File: src/sv/sebp_ram.sv
// Generic simple dual-port RAM: one write port, one read port, registered read.
// No dependencies.
module sebp_ram #(
  parameter int WIDTH = 16,
  parameter int DEPTH = 256
) (
  input  logic                     clk,
  input  logic                     we,
  input  logic [$clog2(DEPTH)-1:0] waddr,
  input  logic [WIDTH-1:0]         wdata,
  input  logic                     re,
  input  logic [$clog2(DEPTH)-1:0] raddr,
  output logic [WIDTH-1:0]         rdata
);

  logic [WIDTH-1:0] mem [DEPTH];

  always_ff @(posedge clk) begin
    if (we) begin
      mem[waddr] <= wdata;
    end
    if (re) begin
      rdata <= mem[raddr];
    end
  end

endmodule

File: config.mk
export PLATFORM = sky130hd
export DESIGN_NAME = sebp_ram
export DESIGN_NICKNAME = d
export VERILOG_FILES = /design/src/sv/sebp_ram.sv
export SDC_FILE = /design/constraint.sdc
export NUM_CORES = 2
export LEC_CHECK = 0
export BUFFER_PORTS_ARGS = -buffer_cell sky130_fd_sc_hd__buf_2
export CAP_MARGIN = 20
export CORE_UTILIZATION = 55
export DETAILED_ROUTE_END_ITERATION = 12
export HOLD_SLACK_MARGIN = 0.15
export PLACE_DENSITY = 0.71
export SETUP_SLACK_MARGIN = 0.5
export SKIP_LAST_GASP = 1
export SLEW_MARGIN = 20
export SYNTH_ARGS = -nofsm -noshare
export SYNTH_HDL_FRONTEND = slang
export SYNTH_SLANG_ARGS = --single-unit
File: constraint.sdc
create_clock -name clk -period 3.55 [get_ports clk]
set_input_delay 0.71 -clock clk [delete_from_list [all_inputs] [get_ports clk]]
set_output_delay 0.71 -clock clk [all_outputs]
set_load 0.01 [all_outputs]
-- Word level (Yosys, flattened, before mapping)
Memory sizes are Yosys's and may differ from the RTL's. A register that Yosys moved wholly into a read port is not among the register bits.
Index checks and enable logic that the tools add are counted.
Widths: inputs -> output; s select.
- bits of input ports: 35
- output and inout bits: 16
- word-level logic and storage cells: 3
- register bits: 0
- memories kept: 1
- RAM bits: 4096
- mux-type cells: 2
- memory list (memory ; depth ; width ; read ports ; clocked after Yosys merged registers in ; write ports ; RTL line ; source):
    mem ; 256 ; 16 ; 1 ; 1 ; 1 ; 16 ; logic [WIDTH-1:0] mem [DEPTH];
- operators by type and width (cell ; count):
    $mux 1 ; 2

-- Depth between registers and ports, before layout
- depth after elaboration: 2
- depth in mapped cells: 12
- depth with buffers taken out: 6

-- Worst setup path before layout
OpenSTA, ideal clock, no wires.
- kind: input port to flip-flop
- from: input raddr[0]
- to: register rdata[4] (read register of mem) (data pin)
- arrival time: 2.694 ns
- setup time: 0.265 ns
- required time: 3.285 ns
- slack: 0.591 ns
- path buffers: 3
- cell stages on the path: 8
- cells stage by stage: buf_6 -> buf_6 -> buf_2 -> mux4_2 -> mux4_2 -> a22o_1 -> o32ai_2 -> nor4_2
- RTL lines (element ; RTL line ; source):
    start, declared ; 12 ; input logic [$clog2(DEPTH)-1:0] raddr,
    end, declared ; 13 ; output logic [WIDTH-1:0] rdata

==> summary.md <==
| Metric | Value |
|---|---|
| Synth top area share | 0.777 |
| Final Hold Vio Count | 0 |
| RSZ-0062 raised after global routing | no |
| Max_slew headroom | 0.256 |
| DRT Wirelength | 418000 microns |
| Placed Cells incl. Taps | between 10000 and 15000 |
| Peak VDD IR | 0.459 mV |
| Number of synthesized flops with an enable pin | 4112 |
| Commonest non-fill, non-tap cell in the layout | edfxtp_1 |
| Yosys warns | 0 |
| Post-route clock period utilization | 0.869 |
| Area grow syn2layout | 14.6% |
| PnR worst setup slack | 0.467 ns |
| Die ar. | 291000 sq um |
| Avg Cell Area, Syn | 21.6 sq um |
| Max-cap violations | 0 |
| Fillcell total | 18296 |
| GP Congestion | about 0.94 |
| Final core occ | 0.636 |
| Synth area leader | edfxtp_1 |
| Die W | 539 microns |
| FF-to-FF End | rdata[10]$_DFFE_PP_ |
| Largest net degree at the start of global routing | 117 |
| Initial antenna violation count | 22 |
| Max FO, Critical Path | 14 |
| Core Area | 286000 sq um |
| Clk slew on worst S/H paths | 0.06 ns |
| Total power | 100 mW |
| DPL Wire Length | ~260000 microns |
| Fraction of registers with async set/reset | 0 |
| Register area share after synthesis | 0.777 |
| Seq cells post-synth | 4112 |
| Gr usage total | 0.286 |
| Hold depth | 1 |
| Power per cell area | 551 nW/um^2 |
| Syn Inst Count | approximately 7400 |
| Worst Setup Path Type | primary input to flop |
| P_leak | about 60 nW |
| Residual DRC | 0 |
| Vias in the first global route | 80718 |
| IO Count | 51 |
| Htree depth | 5 |
| Crit path DAT | 3.78 ns |
| First-pass GRT wire length | 592000 microns |
| Total global routing overflow | 0 |
| Synth cell types | 51 |
| DR vias | between 80000 and 90000 |
| Buffers on Ports | 50 |
| Initial core utilization | 0.555 |
| # setup viols final | 0 |
| Clock Sinks | slightly above 4000 |
| CP required | 4.25 ns |
| Hold path start | wdata[15] |
| Synth Flop Type | edfxtp_1 |
| CTS root buf | clkbuf_16 |
| R2R Setup Slk | 0.68 ns |
| Nets | 8197 |
| Reg2Reg Depth | 6 |
| Slew at the pin closest to its max-slew limit | 1.12 ns |
| Design area | 182000 sq um |
| Commonest non-fill, non-tap cells in the layout | edfxtp_1 (4112), mux4_2 (797), buf_4 (655) |
| Antenna Violating Nets Remaining | 0 |
| Slew Limit Fails | 0 |
| Wire per inst | 34.1 microns |
| Final min period | roughly 3 ns |
| Layout Cells excl Fill | 12261 |
| Hold slack | 0.217 ns |
| Postcts setup bufs | 0 |
| CTS tree | done |
| CTS Buf Count | 400 |
| Clock skew | 0.0788 ns |
| FMAX | 324 MHz |
| Mapped Nets | 7395 |
| Setup crit end kind | flop |
| Outcome | completed |
| Skew-Pair Late Insertion Delay | around 0.97 ns |
| First-pass DRT Iterations | 6 |
| CP startpoint kind | primary input |
| Dpl cell area | ~170000 sq um |
| Num rows | 196 |
| Worst reg2reg startpoint | mem[19][10]$_DFFE_PP_ |
| Starting DRT DRC Count | around 12000 |
| Layout cell share with drive strength beyond 1 | 0.274 |
| Cell area after synthesis | between 150000 and 200000 sq um |
| Avg Vias per Cell | 6.65 |
| Setup TNS | 0 ns |
| Die Ht | 539 microns |
| Hold endpoint | mem[86][15]$_DFFE_PP_ |
| Maximum clock path buffer count | 4 |
| Synth top area cells | edfxtp_1 (78%), mux4_2 (11%), mux2i_1 (3.6%) |
| Post-Place Setup Slack | -0.674 ns |
| Min-Delay Path Class | primary input to flop |
-- critical path, stage by stage --
cell,delay [ns]
buf_12,0.20
buf_12,0.23
buf_4,0.26
mux4_2,0.53
mux4_2,0.53
a22o_1,0.37
o32ai_2,0.55
buf_4,0.25
nor4_1,0.06
-- registers in the layout (all words and copies together) (netlist names) --
| register | flops |
|---|---|
| mem | 4096 |
| rdata | 16 |
-- what timing repair did --
action,4_1_cts,5_1_grt
hold buffers,3,0
cloned,0,0
endpoints found under the setup margin,3,1
hold endpoints to repair,30,0
pin swaps,0,0
resized for setup,3,2
-- per-layer routing --
| metal | up-vias | wire [microns] | GRT usage | share of wire |
|---|---|---|---|---|
| met5 | - | 55 | 0 | 0.00013 |
| met4 | 8 | 19000 | 0.117 | 0.046 |
| met3 | 796 | 46100 | 0.0620 | 0.11 |
| met2 | 5003 | 197000 | 0.444 | 0.47 |
| met1 | 42901 | 155000 | 0.398 | 0.37 |
| li1 | 32886 | - | - | - |
-- logic make-up after synthesis --
group | share of synthesized area
flops | 0.777
mux | 0.155
simple gates | 0.0157
compound gates | 0.0353
buf+inv | 0.0169
-- cell type report --
cell class                 count  area (sq um)  area share
clock inverter               225          2260      0.0124
inverter                       4          27.5    0.000151
timing repair buffer         852          8270      0.0454
sequential                  4112        123000       0.678
clock buffer                 498         10400      0.0573
multi-input combinational   2792         32800       0.180
tap                         3762          4710      0.0259
antenna                       16          40.0    0.000220
-- synthesized netlist by cell type (18+ instances only) --
master and number:
edfxtp_1 4112, mux4_2 797, mux2i_1 565, nor2_1 304, o221ai_1 252, clkbuf_1 230, a21oi_1 175, o22ai_1 148
nor3_1 92, mux2_2 88, buf_6 77, buf_2 76, a22oi_1 43, nand2_1 38, o21ai_0 37, nand3_1 35
a22o_1 32, a221oi_1 28, buf_1 27, buf_4 26, nand4_1 26, o32ai_1 20, a211oi_1 18
-- power by group --
part / total [mW] / internal [mW] / switching [mW]
Combinational: 5.47 / 2.02 / 3.45
Clock: 41.2 / 23.0 / 18.1
Sequential: 53.6 / 53.5 / 0.0703
-- worst max-delay path by stage --
stage	startpoint	slack, ns	depth (start not counted)	to
2_1_floorplan	raddr[0]	0.59	8	rdata[4]$_DFFE_PP_
3_3_place_gp	raddr[0]	-0.66	9	rdata[10]$_DFFE_PP_
3_5_place_dp	raddr[0]	-0.67	9	rdata[10]$_DFFE_PP_
4_1_cts	raddr[0]	0.64	9	rdata[10]$_DFFE_PP_
5_1_grt	raddr[0]	0.52	11	rdata[5]$_DFFE_PP_
6_report	raddr[0]	0.47	9	rdata[10]$_DFFE_PP_
No activity file was read; power rests on OpenSTA's default activity.
