File: src/sv/sebp_fill.sv
// Address sweeper that writes one value to every word, one word per cycle.
// Runs a clearing pass to all ones after reset. Depends on nothing else.
module sebp_fill #(
  parameter int WORD_COUNT = 256,
  parameter int WORD_BITS  = 16
) (
  input  logic                          clk,
  input  logic                          rst_n,
  input  logic                          start,
  input  logic [WORD_BITS-1:0]          value,
  output logic                          we,
  output logic [$clog2(WORD_COUNT)-1:0] addr,
  output logic [WORD_BITS-1:0]          data,
  output logic                          done
);

  localparam int AW = $clog2(WORD_COUNT);

  logic          busy_r, busy_nxt;
  logic [AW-1:0] cnt_r, cnt_nxt;
  logic [WORD_BITS-1:0] val_r, val_nxt;
  logic          last;

  assign last = (cnt_r == AW'(WORD_COUNT - 1));
  assign done = busy_r && last;
  assign we   = busy_r;
  assign addr = cnt_r;
  assign data = val_r;

  always_comb begin
    busy_nxt = busy_r;
    cnt_nxt  = cnt_r;
    val_nxt  = val_r;
    if (start) begin
      busy_nxt = 1'b1;
      cnt_nxt  = '0;
      val_nxt  = value;
    end else if (busy_r) begin
      cnt_nxt = cnt_r + 1'b1;
      if (last) begin
        busy_nxt = 1'b0;
      end
    end
  end

  always_ff @(posedge clk) begin
    if (!rst_n) begin
      busy_r <= 1'b1;
      cnt_r  <= '0;
      val_r  <= '1;
    end else begin
      busy_r <= busy_nxt;
      cnt_r  <= cnt_nxt;
      val_r  <= val_nxt;
    end
  end

endmodule

File: config.mk
export PLATFORM = sky130hd
export DESIGN_NAME = sebp_fill
export DESIGN_NICKNAME = d
export VERILOG_FILES = /design/src/sv/sebp_fill.sv
export SDC_FILE = /design/constraint.sdc
export NUM_CORES = 1
export LEC_CHECK = 0
export BUFFER_PORTS_ARGS = -buffer_cell sky130_fd_sc_hd__buf_4
export CORE_ASPECT_RATIO = 0.7
export CORE_MARGIN = 1.5
export CORE_UTILIZATION = 45
export CTS_CLUSTER_SIZE = 8
export DETAILED_ROUTE_END_ITERATION = 16
export GPL_TIMING_DRIVEN = 0
export PLACE_DENSITY = 0.87
export SLEW_MARGIN = 40
export SYNTH_ARGS = -nofsm -noshare
export SYNTH_HDL_FRONTEND = slang
export SYNTH_SLANG_ARGS = --single-unit
File: constraint.sdc
create_clock -name clk -period 2.85 [get_ports clk]
set_input_delay 0.1425 -clock clk [delete_from_list [all_inputs] [get_ports clk]]
set_output_delay 0.1425 -clock clk [all_outputs]
set_load 0.03 [all_outputs]
# ---- Word level (Yosys, flattened, before mapping)
# Cells that the tools add are included.
dict set report classes {
  addsub 1
  n_mul 0
  magnitude_cmp 0
  bitwise_logic 1
  eq_ne 1
  shifts 0
  n_reduce_logical 2
  n_div 0
  muxes 2
}
# cell count
set ops {}
lappend ops {{$add A8 B1 Y8 const B} 1}
lappend ops {{$eq A8 B8 Y1 const B} 1}
lappend ops {{$mux W1} 2}
lappend ops {{$reduce_or A2 Y1} 1}
lappend ops {{$logic_and A1 B1 Y1} 1}
lappend ops {{$not A1 Y1} 1}
dict set report totals {
  out_inout_bits 26
  in_bits 19
  mem_count 0
  elab_cells 10
  latch_bits 0
  mem_bits_ro 0
  reg_bits 25
  ram_bits 0
}

# ---- Longest topological paths before layout
dict set report logic_depth {
  depth_word 3
  depth_mapped 4
}

# ---- Worst setup path after synthesis
# Ideal clock, no wire load.
dict set report synth_timing {
  kind {register to output}
  startpoint {register cnt_r[0], in the netlist addr[0]}
  endpoint {output done}
  path_slack_ns 1.099
  required_time_ns 2.707
  stages_incl_launch_ff 4
  arrival_time_ns 1.609
  path_buffers 0
  cell_sequence {dfxtp_1 > ha_1 > nand4_1 > nor3_1}
}
dict set report synth_via {
  elab_chain_cells 2
}
# element line
set synth_rtl {}
lappend synth_rtl {{start: declaration} 20} ;# logic [AW-1:0] cnt_r, cnt_nxt;
lappend synth_rtl {{start signal: assignment} 53} ;# cnt_r <= cnt_nxt;
lappend synth_rtl {{$eq A8 B8 Y1} 24} ;# assign last = (cnt_r == AW'(WORD_COUNT - 1));
lappend synth_rtl {{$logic_and A1 B1 Y1} 25} ;# assign done = busy_r && last;
lappend synth_rtl {{end: declaration} 14} ;# output logic done
# Every way passes these cells.

# ---- Worst setup path after layout
# Same ends and word-level chain as after synthesis.

==> impl_metrics.ini <==
[status]
run_status = finished, final reports clean

[flow_run]
max_cap_viol_count = 0

[setup_path]
start_kind = flop
r2r_setup_slack_ps = 1440
worstSetupEndpointType = output pin
crit_start = addr[0]$_SDFFE_PP0P_
reg2reg_to = addr[6]$_SDFFE_PP0P_
path_class = reg2out
ff2ff_path_depth = 4
crit_required_ps = 2710
reg2reg_from = addr[0]$_SDFFE_PP0P_
cp_max_fo = 5
critPathArrivalTime_ps = 1490

[min_path]
hold_class = in2reg
whs_endpoint = data[3]$_SDFFE_PN1P_
min-delay-start = value[3]
holdPathStages = 3

[place]
dp_hpwl_mm = 1.56
place_ws_ps = 1470
finalWeightedCongestion = 0.835
portBuffers = 42
dpl-instance-area_um2 = 1300

[synth]
synth.avg_cell_area_um2 = 9.84
syn_area_um2 = 955
synthCells = 97
ys_types = 21
synth-warning-count = 0
yosysSeqAreaShare = 0.524
ys_ff_latch = 25
synth_nets = 117

[cells_and_area]
diodes = 0
drive_above_1_share = 0.357
syn_to_final_growth_pct = 38.7
postLayoutCellArea_um2 = 1320
nNetsFinal = 164
fillers = 156

[drt]
viasPerCell = 4.98
detail_route.iter0.violations = 27
wirelength_mm = 2.00
vias = 822
drtPass1Iterations = 8
wire_per_inst_um = 12.1
drc = 0
postRouteAntennaNets = 0

[grt]
grt_overflow = 0
antenna_found_initial = 0
grt_usage = 0.166
grt_pass1_wl_mm = 3.11
grt_start_max_net_pins = 14
grt_pass1_vias = 696

[floorplanning]
io_pins = 45
row_count = 13
dieWidth_um = 58.1
initial_core_util = 0.497
fp.dieH_um = 41.5
dieArea_um2 = 2410
core_um2 = 1920

[clocking]
htree_levels = 1
cts-buffers-inserted = 3
cts_max_path_buffers = 2
clk_pin_slew_ps = 120
cts_setup_buffers = 0
clock-sinks = 25
tritoncts = yes
root_buffer = clkbuf_4
cts_hold_buffers = 0
clk-insertion-delay-late_ps = 310
post_cts_resized = 0

[timing]
setup_tns_ps = 0
finalHoldViolCount = 0
maxSlewViolCount = 0
fmax_mhz = 612
layout_setup_ws_ps = 1220
slew_headroom = 0.711
fin_crit_sh = 0.573
worst_slew_pin_slew_ps = 433
fin_skew_ps = 0.832
min_period_ps = 1630
rsz0062_at_grt = false
setup_violations = 0

[power_and_ir_drop]
p_per_area_nw_per_um2 = 476
ir_worst_vdd_mv = 0.280
power_leakage_uw = 0.000619
p_total_uw = 631
cell families (layout without fill, tap and decap cells):
| family | Yosys count | after routing | synth area share |
|---|---|---|---|
| XOR/XNOR | 4 | 4 | 0.0367 |
| buffers and inverters | 7 | 53 | 0.0314 |
| multiplexers | 17 | 17 | 0.178 |
| AO/OA/AOI/OAI | 7 | 7 | 0.0393 |
| AND/OR/NAND/NOR | 36 | 36 | 0.177 |
| flip-flops | 25 | 25 | 0.524 |
| adder cells (fa/ha/maj) | 1 | 1 | 0.0131 |
power by group:
group          internal [uW]  total [uW]  switching [uW]
clock                   54.6         150            95.4
sequential               364         374            9.14
combinational           49.0         107            58.2
total                    468         631             163
layer usage:
metal | track usage | share of wire | vias to the layer above
met1 | 0.213 | 0.47 | 375
met5 | 0 | 0 | -
li1 | - | - | 421
met4 | 0.0140 | 0.0045 | 0
met3 | 0.0748 | 0.063 | 2
met2 | 0.268 | 0.47 | 24
worst max-delay path by stage:
stage                                end  depth (start not counted)
floorplan                           done                          3
global placement    addr[6]$_SDFFE_PP0P_                          4
detailed placement  addr[6]$_SDFFE_PP0P_                          4
CTS                                 done                          4
global route                        done                          4
finish                              done                          4
through the flow:
step                      std cells  hold WS (ps)  utilization
after global routing            165          29.1        0.690
after floorplan                  97           271            -
final                           165          41.4        0.690
after CTS                       165          31.4        0.690
after detailed placement        161           361        0.676
after global placement          161           355        0.676
flip-flops by register name, indices dropped and copies added, names as in the netlist:
| register | flops |
|---|---|
| addr | 8 |
| data | 16 |
| we | 1 |
layout by cell type, fill, tap and decap left out:
master    instances
a21oi_1           3
buf_2             3
buf_4            42
clkbuf_1          4
clkbuf_4          3
dfxtp_1          25
ha_1              1
inv_1             1
mux2i_1          17
nand2_1          19
nand2b_1          1
nand3_1           2
nand3_2           1
nand4_1           3
nor2_1            5
nor2b_1           1
nor3_1            1
o21ai_0           3
o31ai_1           1
or3_2             2
or4_1             1
xnor2_1           1
xor2_1            3
cell type report:
| cell class | count | area, um2 | area share |
|---|---|---|---|
| sequential | 25 | 500 | 0.378 |
| tap | 22 | 27.5 | 0.0208 |
| multi-input combinational | 65 | 424 | 0.320 |
| buffer | 6 | 26.3 | 0.0198 |
| clock buffer | 4 | 26.3 | 0.0198 |
| timing repair buffer | 42 | 315 | 0.238 |
| inverter | 1 | 3.75 | 0.00284 |
cell usage after synthesis, drive strengths merged:
master	number	area share
dfxtp	25	0.52
nand2	19	0.075
mux2i	17	0.18
nor2	5	0.020
a21oi	3	0.016
buf	3	0.016
clkbuf	3	0.012
nand3	3	0.021
nand4	3	0.020
o21ai	3	0.016
xor2	3	0.028
or3	2	0.016
ha	1	0.013
inv	1	0.0039
nand2b	1	0.0066
nor2b	1	0.0066
nor3	1	0.0052
o31ai	1	0.0079
or4	1	0.0079
xnor2	1	0.0092
worst max-delay path: stages, from the launching register on:
cell     delay [ps]
dfxtp_1         440
ha_1            250
nand4_1         140
nor3_1          170
buf_4           190
(Power assumes the default switching activity.)
