<file path="src/sv/sebp_pkg.sv">
// Shared constants and types for the bit-banged serial EEPROM port.
// Used by the channel interfaces, the protocol engine and the top level.
package sebp_pkg;

  localparam int BUS_ADDR_W = 16;
  localparam int BUS_DATA_W = 8;
  localparam int SHIFT_W    = 16;
  localparam int CNT_W      = 5;
  localparam int INDEX_W    = 8;

  localparam logic [BUS_ADDR_W-1:0] PORT_ADDR = 16'hA080;

  localparam int CS_BIT = 7;
  localparam int SK_BIT = 6;
  localparam int DI_BIT = 1;

  // Two-bit command opcodes.
  localparam logic [1:0] OP_EXT   = 2'd0;
  localparam logic [1:0] OP_WRITE = 2'd1;
  localparam logic [1:0] OP_READ  = 2'd2;
  localparam logic [1:0] OP_ERASE = 2'd3;

  // Extended commands, selected by the top two address bits under OP_EXT.
  localparam logic [1:0] EXT_WDS  = 2'b00;
  localparam logic [1:0] EXT_WRAL = 2'b01;
  localparam logic [1:0] EXT_ERAL = 2'b10;
  localparam logic [1:0] EXT_WEN  = 2'b11;

  // Memory requests raised by one protocol step.
  typedef struct packed {
    logic commit_we;
    logic rd_req;
    logic fill_req;
  } sebp_ctl_t;

endpackage

</file>
<file path="src/sv/sebp_proto.sv">
// Serial protocol engine: edge detection, command shift-in and read shift-out.
// Depends on sebp_pkg; drives memory requests decoded by the top level.
module sebp_proto #(
  parameter int WORD_COUNT = 256,
  parameter int WORD_BITS  = 16
) (
  input  logic                                clk,
  input  logic                                rst_n,
  input  logic                                step,
  input  logic [sebp_pkg::BUS_ADDR_W-1:0]     bus_address,
  input  logic [sebp_pkg::BUS_DATA_W-1:0]     bus_data,
  input  logic                                ld_en,
  input  logic [WORD_BITS-1:0]                ld_data,
  output sebp_pkg::sebp_ctl_t                 ctl,
  output logic                                status_nxt,
  output logic [$clog2(WORD_COUNT)-1:0]       wr_addr,
  output logic [WORD_BITS-1:0]                wr_data,
  output logic [$clog2(WORD_COUNT)-1:0]       rd_addr,
  output logic [WORD_BITS-1:0]                fill_val
);
  import sebp_pkg::*;

  localparam int AW = $clog2(WORD_COUNT);

  typedef enum logic [2:0] {
    PH_IDLE = 3'd0,
    PH_OPC  = 3'd1,
    PH_ADDR = 3'd2,
    PH_DATA = 3'd3,
    PH_READ = 3'd4,
    PH_PEND = 3'd5
  } phase_t;

  phase_t              phase_r, phase_nxt;
  logic [CNT_W-1:0]    cnt_r, cnt_nxt;
  logic [SHIFT_W-1:0]  shift_r, shift_nxt;
  logic [1:0]          op_r, op_nxt;
  logic [INDEX_W-1:0]  widx_r, widx_nxt;
  logic                wen_r, wen_nxt;
  logic                wait_r, wait_nxt;
  logic                status_r;
  logic                cs_prev_r, cs_prev_nxt;
  logic                sk_prev_r, sk_prev_nxt;
  logic                cs, sk, di;

  // Word index to storage slot, wrapping modulo the word count.
  logic [AW-1:0] slot_tbl [1 << INDEX_W];
  for (genvar g = 0; g < (1 << INDEX_W); g++) begin : g_slot
    assign slot_tbl[g] = AW'(g % WORD_COUNT);
  end

  assign wr_addr = slot_tbl[widx_r];
  assign wr_data = shift_r[WORD_BITS-1:0];
  assign rd_addr = slot_tbl[widx_nxt];

  assign cs = bus_data[CS_BIT];
  assign sk = bus_data[SK_BIT];
  assign di = bus_data[DI_BIT];

  always_comb begin
    phase_nxt   = phase_r;
    cnt_nxt     = cnt_r;
    shift_nxt   = shift_r;
    op_nxt      = op_r;
    widx_nxt    = widx_r;
    wen_nxt     = wen_r;
    wait_nxt    = wait_r;
    status_nxt  = status_r;
    cs_prev_nxt = cs_prev_r;
    sk_prev_nxt = sk_prev_r;
    ctl         = '0;
    fill_val    = '1;

    if (step && (bus_address == PORT_ADDR)) begin
      cs_prev_nxt = cs;
      sk_prev_nxt = sk;

      // Chip select edge comes first: commit a pending write or rearm.
      if (!cs_prev_r && cs) begin
        if (phase_r == PH_PEND) begin
          ctl.commit_we = wen_r;
          phase_nxt     = PH_IDLE;
          status_nxt    = 1'b1;
        end else begin
          wait_nxt  = 1'b1;
          phase_nxt = PH_IDLE;
        end
      end

      if (!sk_prev_r && sk) begin
        if (wait_nxt) begin
          if (di) begin
            wait_nxt  = 1'b0;
            cnt_nxt   = '0;
            phase_nxt = PH_OPC;
          end
        end else begin
          case (phase_nxt)
            PH_OPC: begin
              shift_nxt = {shift_nxt[SHIFT_W-2:0], di};
              cnt_nxt   = cnt_nxt + 1'b1;
              if (cnt_nxt == CNT_W'(2)) begin
                phase_nxt = PH_ADDR;
                cnt_nxt   = '0;
                op_nxt    = shift_nxt[1:0];
              end
            end
            PH_ADDR: begin
              shift_nxt = {shift_nxt[SHIFT_W-2:0], di};
              cnt_nxt   = cnt_nxt + 1'b1;
              if (cnt_nxt == CNT_W'(INDEX_W)) begin
                phase_nxt = PH_DATA;
                cnt_nxt   = '0;
                widx_nxt  = shift_nxt[INDEX_W-1:0];
                if (op_nxt == OP_EXT) begin
                  if (widx_nxt[INDEX_W-1 -: 2] == EXT_WDS) begin
                    wen_nxt   = 1'b0;
                    phase_nxt = PH_IDLE;
                  end else if (widx_nxt[INDEX_W-1 -: 2] == EXT_WEN) begin
                    wen_nxt   = 1'b1;
                    phase_nxt = PH_IDLE;
                  end
                end
              end
            end
            PH_DATA: begin
              shift_nxt = {shift_nxt[SHIFT_W-2:0], di};
              cnt_nxt   = cnt_nxt + 1'b1;
              case (op_nxt)
                OP_EXT: begin
                  if (cnt_nxt == CNT_W'(WORD_BITS)) begin
                    case (widx_nxt[INDEX_W-1 -: 2])
                      EXT_WRAL: begin
                        ctl.fill_req = wen_nxt;
                        fill_val     = shift_nxt[WORD_BITS-1:0];
                        phase_nxt    = PH_PEND;
                      end
                      EXT_ERAL: begin
                        ctl.fill_req = wen_nxt;
                        phase_nxt    = PH_PEND;
                      end
                      EXT_WEN: begin
                        wen_nxt   = 1'b1;
                        phase_nxt = PH_IDLE;
                      end
                      default: begin
                        wen_nxt   = 1'b0;
                        phase_nxt = PH_IDLE;
                      end
                    endcase
                    cnt_nxt = '0;
                  end
                end
                OP_WRITE: begin
                  if (cnt_nxt == CNT_W'(WORD_BITS)) begin
                    cnt_nxt    = '0;
                    phase_nxt  = PH_PEND;
                    status_nxt = 1'b0;
                  end
                end
                OP_READ: begin
                  // Dummy clock; reads the memory word for the shift register.
                  if (cnt_nxt == CNT_W'(1)) begin
                    phase_nxt  = PH_READ;
                    cnt_nxt    = '0;
                    ctl.rd_req = 1'b1;
                  end
                end
                default: begin
                  if (cnt_nxt == CNT_W'(WORD_BITS)) begin
                    cnt_nxt    = '0;
                    phase_nxt  = PH_PEND;
                    status_nxt = 1'b0;
                    shift_nxt  = '1;
                  end
                end
              endcase
            end
            default: begin
            end
          endcase
        end
      end

      if (sk_prev_r && !sk && (phase_nxt == PH_READ)) begin
        status_nxt = shift_nxt[WORD_BITS-1];
        shift_nxt  = {shift_nxt[SHIFT_W-2:0], 1'b0};
        cnt_nxt    = cnt_nxt + 1'b1;
        if (cnt_nxt == CNT_W'(WORD_BITS)) begin
          cnt_nxt   = '0;
          phase_nxt = PH_IDLE;
        end
      end
    end
  end

  always_ff @(posedge clk) begin
    if (!rst_n) begin
      phase_r   <= PH_IDLE;
      cnt_r     <= '0;
      shift_r   <= '0;
      op_r      <= '0;
      widx_r    <= '0;
      wen_r     <= 1'b0;
      wait_r    <= 1'b0;
      status_r  <= 1'b0;
      cs_prev_r <= 1'b0;
      sk_prev_r <= 1'b0;
    end else begin
      phase_r   <= phase_nxt;
      cnt_r     <= cnt_nxt;
      op_r      <= op_nxt;
      widx_r    <= widx_nxt;
      wen_r     <= wen_nxt;
      wait_r    <= wait_nxt;
      status_r  <= status_nxt;
      cs_prev_r <= cs_prev_nxt;
      sk_prev_r <= sk_prev_nxt;
      if (ld_en) begin
        shift_r <= SHIFT_W'(ld_data);
      end else begin
        shift_r <= shift_nxt;
      end
    end
  end

endmodule

</file>
<file path="config.mk">
export PLATFORM = sky130hd
export DESIGN_NAME = sebp_proto
export DESIGN_NICKNAME = d
export VERILOG_FILES = /design/src/sv/sebp_pkg.sv /design/src/sv/sebp_proto.sv
export SDC_FILE = /design/constraint.sdc
export NUM_CORES = 1
export LEC_CHECK = 0
export BUFFER_PORTS_ARGS = -buffer_cell sky130_fd_sc_hd__clkbuf_2
export CORE_AREA = 2 2 78 80
export DETAILED_ROUTE_END_ITERATION = 10
export DIE_AREA = 0 0 80 82
export GPL_TIMING_DRIVEN = 0
export HOLD_SLACK_MARGIN = 0.12
export PLACE_DENSITY = 0.86
export SYNTH_ARGS = -nofsm -noshare
export SYNTH_HDL_FRONTEND = slang
export SYNTH_SLANG_ARGS = --single-unit
</file>
<file path="constraint.sdc">
create_clock -name clk -period 3.1 [get_ports clk]
set_clock_uncertainty 0.05 [all_clocks]
set_input_delay 0 -clock clk [delete_from_list [all_inputs] [get_ports clk]]
set_output_delay 0 -clock clk [all_outputs]
set_load 0.02 [all_outputs]
</file>
Yosys cells after proc, flatten, opt, wreduce, memory -nomap -nowiden
Memory sizes are Yosys's and may differ from the RTL's.
Index checks and enable logic that the tools add are counted.
Widths: inputs -> output; s select.
{ "word_totals": {"n_memories": 2, "ram_bits": 0, "output_inout_bits": 52, "ff_bits": 39, "wordCells": 149, "latchBits": 0, "romBits": 4096} }
{ "memory_table": {"columns": ["name", "depth", "width", "rd", "rd_clocked_by_memory_dff", "write_ports", "line", "text"], "rows": [
  ["(no name shown)", 256, 8, 1, 0, 0, "sebp_proto.sv:54", "assign rd_addr = slot_tbl[widx_nxt];"],
  ["(no name shown)", 256, 8, 1, 0, 0, "sebp_proto.sv:52", "assign wr_addr = slot_tbl[widx_r];"]
]} }
{ "classes": {"add_sub_neg": 2, "div": 0, "multipliers": 0, "n_mux": 89, "bitwise": 3, "shifts": 0, "order_cmp": 2, "eq_ne": 23, "reduce_logical": 18} }
{ "op_table": {"columns": ["operator", "n"], "rows": [
  ["$mux 16", 14],
  ["$mux 8", 9],
  ["$mux 5", 11],
  ["$mux 3", 15],
  ["$pmux 16 s2", 1],
  ["$mux 1", 28],
  ["$ge 9x9->1 const B", 2],
  ["$not 8->9", 2],
  ["$eq 16x16->1 const B", 1],
  ["$pmux 5 s3", 1],
  ["$mux 2", 6],
  ["$add 5x1->5 const B", 2],
  ["$eq 5x5->1 const B", 2],
  ["$ne 2x2->1 const B", 5],
  ["$reduce_and 10->1", 1],
  ["$pmux 3 s3", 1],
  ["$eq 2x2->1 const B", 4],
  ["$eq 3x2->1 const B", 2],
  ["$eq 3x3->1 const B", 2],
  ["$pmux 3 s2", 1],
  ["$reduce_or 2->1", 3],
  ["$eq 5x1->1 const B", 1],
  ["$eq 5x2->1 const B", 1],
  ["$eq 5x4->1 const B", 1],
  ["11 further kinds", 21]
]} }

Logic depth before layout (Yosys ltp)
{ "logic_depth": {"ltp_word": 15, "ltp_mapped": 11, "ltp_nobuf": 10} }

Worst setup path after synthesis
Ideal clock, no wire load.
{ "synth_path": {"path_kind": "register -> register", "startpoint": "register cnt_r[1]", "endpoint": "register cnt_r[4]", "required_ns": 2.930, "t_arrival_ns": 2.532, "path_stages_with_launch": 12, "setup_ns": 0.120, "synth_period_minus_slack_ns": 2.702, "setup_slack_ns": 0.398, "path_cell_list": "dfxtp_1 ha_1 and3_4 buf_6 mux2_4 a22oi_1 o311ai_1 a22o_2 ha_1 and4_1 a41oi_1 a21oi_1"} }
{ "synth_between": {"elab_chain_cells": 12, "elab_cells_between_ends": 31, "classes_between": "2 x add/sub; 6 x eq/ne; 22 x mux; 1 x reduce/logical"} }
{ "synth_rtl": {"columns": ["item", "line", "text"], "rows": [
  ["start, declared", "sebp_proto.sv:35", "logic [CNT_W-1:0] cnt_r, cnt_nxt;"],
  ["start signal, assigned", "sebp_proto.sv:211", "cnt_r <= cnt_nxt;"],
  ["$add 5x1->5", "sebp_proto.sv:101, sebp_proto.sv:110, sebp_proto.sv:128", null],
  ["$eq 5x5->1 / $eq 5x1->1 (equally long branches)", null, null],
  ["$mux 5, on equally long branches", null, null],
  ["$mux 5", null, null],
  ["$pmux 5 s3", "sebp_proto.sv:98", "case (phase_nxt)"],
  ["$mux 5", "sebp_proto.sv:91", "if (wait_nxt) begin"],
  ["$mux 5", "sebp_proto.sv:90", "if (!sk_prev_r && sk) begin"],
  ["$mux 5", "sebp_proto.sv:74", "if (step && (bus_address == PORT_ADDR)) begin"],
  ["$add 5x1->5", "sebp_proto.sv:188", "cnt_nxt = cnt_nxt + 1'b1;"],
  ["$eq 5x5->1", "sebp_proto.sv:189", "if (cnt_nxt == CNT_W'(WORD_BITS)) begin"],
  ["$mux 5", "sebp_proto.sv:189", null],
  ["$mux 5 *", "sebp_proto.sv:185", "if (sk_prev_r && !sk && (phase_nxt == PH_READ)) begin"]
]} }
Every way passes the cells marked *; elsewhere a longest branch is shown, timed or not. The select of a mux whose other input is x is not followed.
A chain may end at the register's enable or synchronous reset.

Final worst setup path
{ "layout_path": {"startpoint": "register cnt_r[1]", "endpoint": "output fill_val[4]"} }
{ "layout_between": {"elab_chain_cells": 8} }
{ "layout_rtl": {"columns": ["item", "line", "text"], "rows": [
  ["$add 5x1->5", "sebp_proto.sv:128", "cnt_nxt = cnt_nxt + 1'b1;"],
  ["$eq 5x5->1", "sebp_proto.sv:131", "if (cnt_nxt == CNT_W'(WORD_BITS)) begin"],
  ["$mux 16", "sebp_proto.sv:131", null],
  ["$mux 16", "sebp_proto.sv:129", "case (op_nxt)"],
  ["$mux 16", "sebp_proto.sv:98", null],
  ["$mux 16", "sebp_proto.sv:91", null],
  ["$mux 16", "sebp_proto.sv:90", null],
  ["$mux 16", "sebp_proto.sv:74", null],
  ["end, declared", "sebp_proto.sv:19", "output logic [WORD_BITS-1:0] fill_val"]
]} }
Every way passes these cells.

==> run summary <==
- 89 — Port Buffer Count
- 0 — post-route antenna net violation count
- 39 — number of storage elements in the synthesis netlist
- 8 — DR pass1 iterations
- 28 — placement row count
- 31.0% — GRT Util Overall
- 0.337 GHz — highest clock frequency the design can meet
- 0 — Maximum Capacitance Violations
- 0.985 — GP Congestion
- output pin — crit path capture type
- sky130_fd_sc_hd__dfxtp_1 (39), sky130_fd_sc_hd__nand2_1 (39), sky130_fd_sc_hd__nor2_1 (21) — top cells by count, synth
- 27.3% — fraction of post-synthesis cell area in the top cell type by area
- 0 — antenna diode count
- 354 — cell count after synthesis
- 80 ps — post-CTS clock slew at the launch and capture registers of the worst setup and hold paths
- 6.42 — average via count per standard cell
- 96 — number of top-level design ports
- 80 microns — Die X
- reg2out — category of the most critical setup path
- cnt_r[1] — launch point of the critical path
- 10500 microns — overall routed net length
- done — TritonCTS clock tree
- 3050 ps — required time of the critical path
- 725 ps — slew of the pin with the lowest slew margin
- 0 — number of enable-type register cells in the synthesized netlist
- wr_data[10] — RR Endpoint
- 5750 sq um — Core Region
- 0 — DRC violation count after routing
- cnt_r[1] — WHS Endpoint
- 3268 — vias in the first global route
- sky130_fd_sc_hd__dfxtp_1 — cell taking the most area after synthesis
- 239 ps — worst hold-check slack
- 51.3% — worst max-slew margin expressed relative to the limit
- register — Startpoint Class
- 0 ps — final total negative setup slack
- complete, no violations — result of the run
- 29.2% — fraction of final layout cells sized beyond drive strength 1
- 6540 microns — dpl hpwl
- 32.1% — area grow syn2layout
- 2970 ps — Period minus WS final
- 0 — total count of max-transition violations in the final report
- bus_address[15] — hold path startpoint
- 527 — number of nets at the end of the flow
- 0 — Setup Buffers After CTS
- 0 — total overflow reported by the global router
- 6560 sq um — overall die area
- 14 — maximum number of pins on one net before global-route repair
- 73 — number of library cell types mapped by synthesis
- 2 — Longest Clk Path Bufs
- false — unrepaired setup endpoints after global routing
- 2920 ps — arrival time worst endpoint
- 0% — proportion of synthesized flip-flops having asynchronous set or reset
- 130 ps — worst setup slack for register-to-register paths
- 2 — htree depth
- 27.3% — sequential fraction of the synthesis area
- 0 — count of warnings emitted by yosys
- 300 ps — clock insertion delay at the later pin of the skew report
- 82 microns — die height
- sky130_fd_sc_hd__dfxtp_1 — most frequently used flop master after synthesis
- 49.8% — Initial Utilization
- 5 — number of buffers added by the clock tree synthesis step
- 19.0 microns — Routed WL per cell
- 0 — initial antenna violation count
- 406 — net count of the mapped netlist
- sky130_fd_sc_hd__clkbuf_8 — Clock Root Buffer
- 0.000326 V — largest vdd supply drop
- 301 nW/um^2 — power density normalized to cell area
- 0 — count of final hold-check violations
- sky130_fd_sc_hd__dfxtp_1 (27%), sky130_fd_sc_hd__nand2_1 (5.1%), sky130_fd_sc_hd__o221a_1 (3.5%) — largest cells by area after synthesis
- 550 — DR iter-0 viols
- in2reg — path category of the worst min-delay check
- 3539 — detailed-route via count
- 8.09 sq um — Avg Inst Size Synth
- 15900 microns — global-route wire length before repair
- 11 — worst-case reg-to-reg path depth
- 1.53 nW — leakage dissipation
- 2860 sq um — summed instance area of the synthesized netlist
- 39 — number of clock sinks seen by CTS
- cnt_r[1] — launch instance of the worst register-to-register path
- 95.7% — Tcrit/Tclk final
- 0 — final setup violating endpoints
- 10 — largest fanout on the critical path
- 5 — number of instances on the worst hold path
## area by class of cell
class | count | area, sq um
Fill cell | 443 | 1960
Multi-Input combinational cell | 285 | 1950
Sequential cell | 39 | 785
Timing Repair Buffer | 114 | 696
Buffer | 22 | 115
Tap cell | 75 | 93.8
Clock buffer | 5 | 68.8
Clock inverter | 3 | 43.8
Inverter | 8 | 30.0
## per-stage QoR
stage          utilization (%)  cell area [sq um]  worst slack [ps]  power [W]  cells
3_3_place_gp              59.2               3400              97.5   0.000669    518
4_1_cts                   65.6               3770              75.9    0.00112    551
2_1_floorplan                -               2860               398   0.000614    354
6_report                  65.9               3780               132    0.00114    551
3_5_place_dp              59.2               3400              8.99   0.000674    518
5_1_grt                   65.9               3780              19.2    0.00116    551
## what timing repair did
action	CTS	global route
pin swaps	0	0
hold endpoints to repair	23	0
setup endpoints to repair	10	22
gates resized for setup	1	4
hold buffers	25	0
## logic make-up (layout without fill, tap and decap cells)
family          Yosys count  in the layout  synth area share (%)
compound gates          100            100                  26.3
xor+xnor                  3              3                  1.18
fa+ha+maj                 8              8                  3.50
buf+inv                  30            152                  5.07
flops                    39             39                  27.3
mux                      12             12                  4.63
simple gates            162            162                  32.1
## per-layer routing
layer / vias up / share of wire, % / GRT usage (%)
met5: - / 0 / 0
met4: 0 / 6.3 / 16.4
met3: 97 / 11 / 9.12
met2: 294 / 48 / 51.6
met1: 1588 / 35 / 36.1
li1: 1560 / - / -
## layout by cell type (no fill, tap or decap), drive strengths merged, types with 3 or more instances in the layout
cell type | Yosys | routed
ha | 8 | 8
or2 | 14 | 14
nand3b | 3 | 3
a22oi | 3 | 3
and2 | 12 | 12
inv | 8 | 8
nand2 | 39 | 39
a21oi | 15 | 15
and3 | 4 | 4
nand4 | 8 | 8
mux2i | 5 | 5
dfxtp | 39 | 39
a21o | 3 | 3
nand3 | 17 | 17
clkbuf | 10 | 104
or3 | 7 | 7
buf | 12 | 12
nor2 | 21 | 21
nand2b | 3 | 3
a31oi | 7 | 7
mux2 | 7 | 7
o211ai | 3 | 3
o311ai | 5 | 5
o221a | 9 | 9
and4 | 4 | 4
o21ai | 19 | 19
and3b | 3 | 3
nor3 | 7 | 7
nor4b | 3 | 3
o21a | 9 | 9
nor4 | 5 | 5
dlygate4sd3 | 0 | 25
a22o | 4 | 4
nor2b | 7 | 7
a21boi | 3 | 3
## report_power, final
group / internal [W] / switching, W / leakage (nW)
Clock: 0.000240 / 0.000196 / 0.0581
Combinational: 0.0000752 / 0.0000958 / 1.15
Sequential: 0.000513 / 0.0000183 / 0.319
Total: 0.000828 / 0.000310 / 1.53
## critical path: stages (launching register included)
cell	delay, ps
sky130_fd_sc_hd__dfxtp_4	410
sky130_fd_sc_hd__ha_2	250
sky130_fd_sc_hd__and3_4	200
sky130_fd_sc_hd__buf_6	130
sky130_fd_sc_hd__xnor2_2	110
sky130_fd_sc_hd__nor4_4	360
sky130_fd_sc_hd__and4_1	310
sky130_fd_sc_hd__nand2_1	160
sky130_fd_sc_hd__clkbuf_1	240
sky130_fd_sc_hd__or2_1	280
sky130_fd_sc_hd__clkbuf_2	160
## how the worst max path moves through the flow
stage | end | slack, ps
2_1_floorplan | cnt_r[4] | 400
3_3_place_gp | cnt_r[4] | 100
3_5_place_dp | cnt_r[4] | 9
4_1_cts | fill_val[3] | 80
5_1_grt | cnt_r[4] | 20
6_report | fill_val[4] | 130
## state kept, by name, indices dropped and copies added, names as in the netlist
signal,count
wait_r,1
cs_prev_r,1
sk_prev_r,1
wr_data,16
wen_r,1
op_r,2
cnt_r,5
phase_r,3
widx_r,8
status_r,1
(Power assumes the default switching activity.)
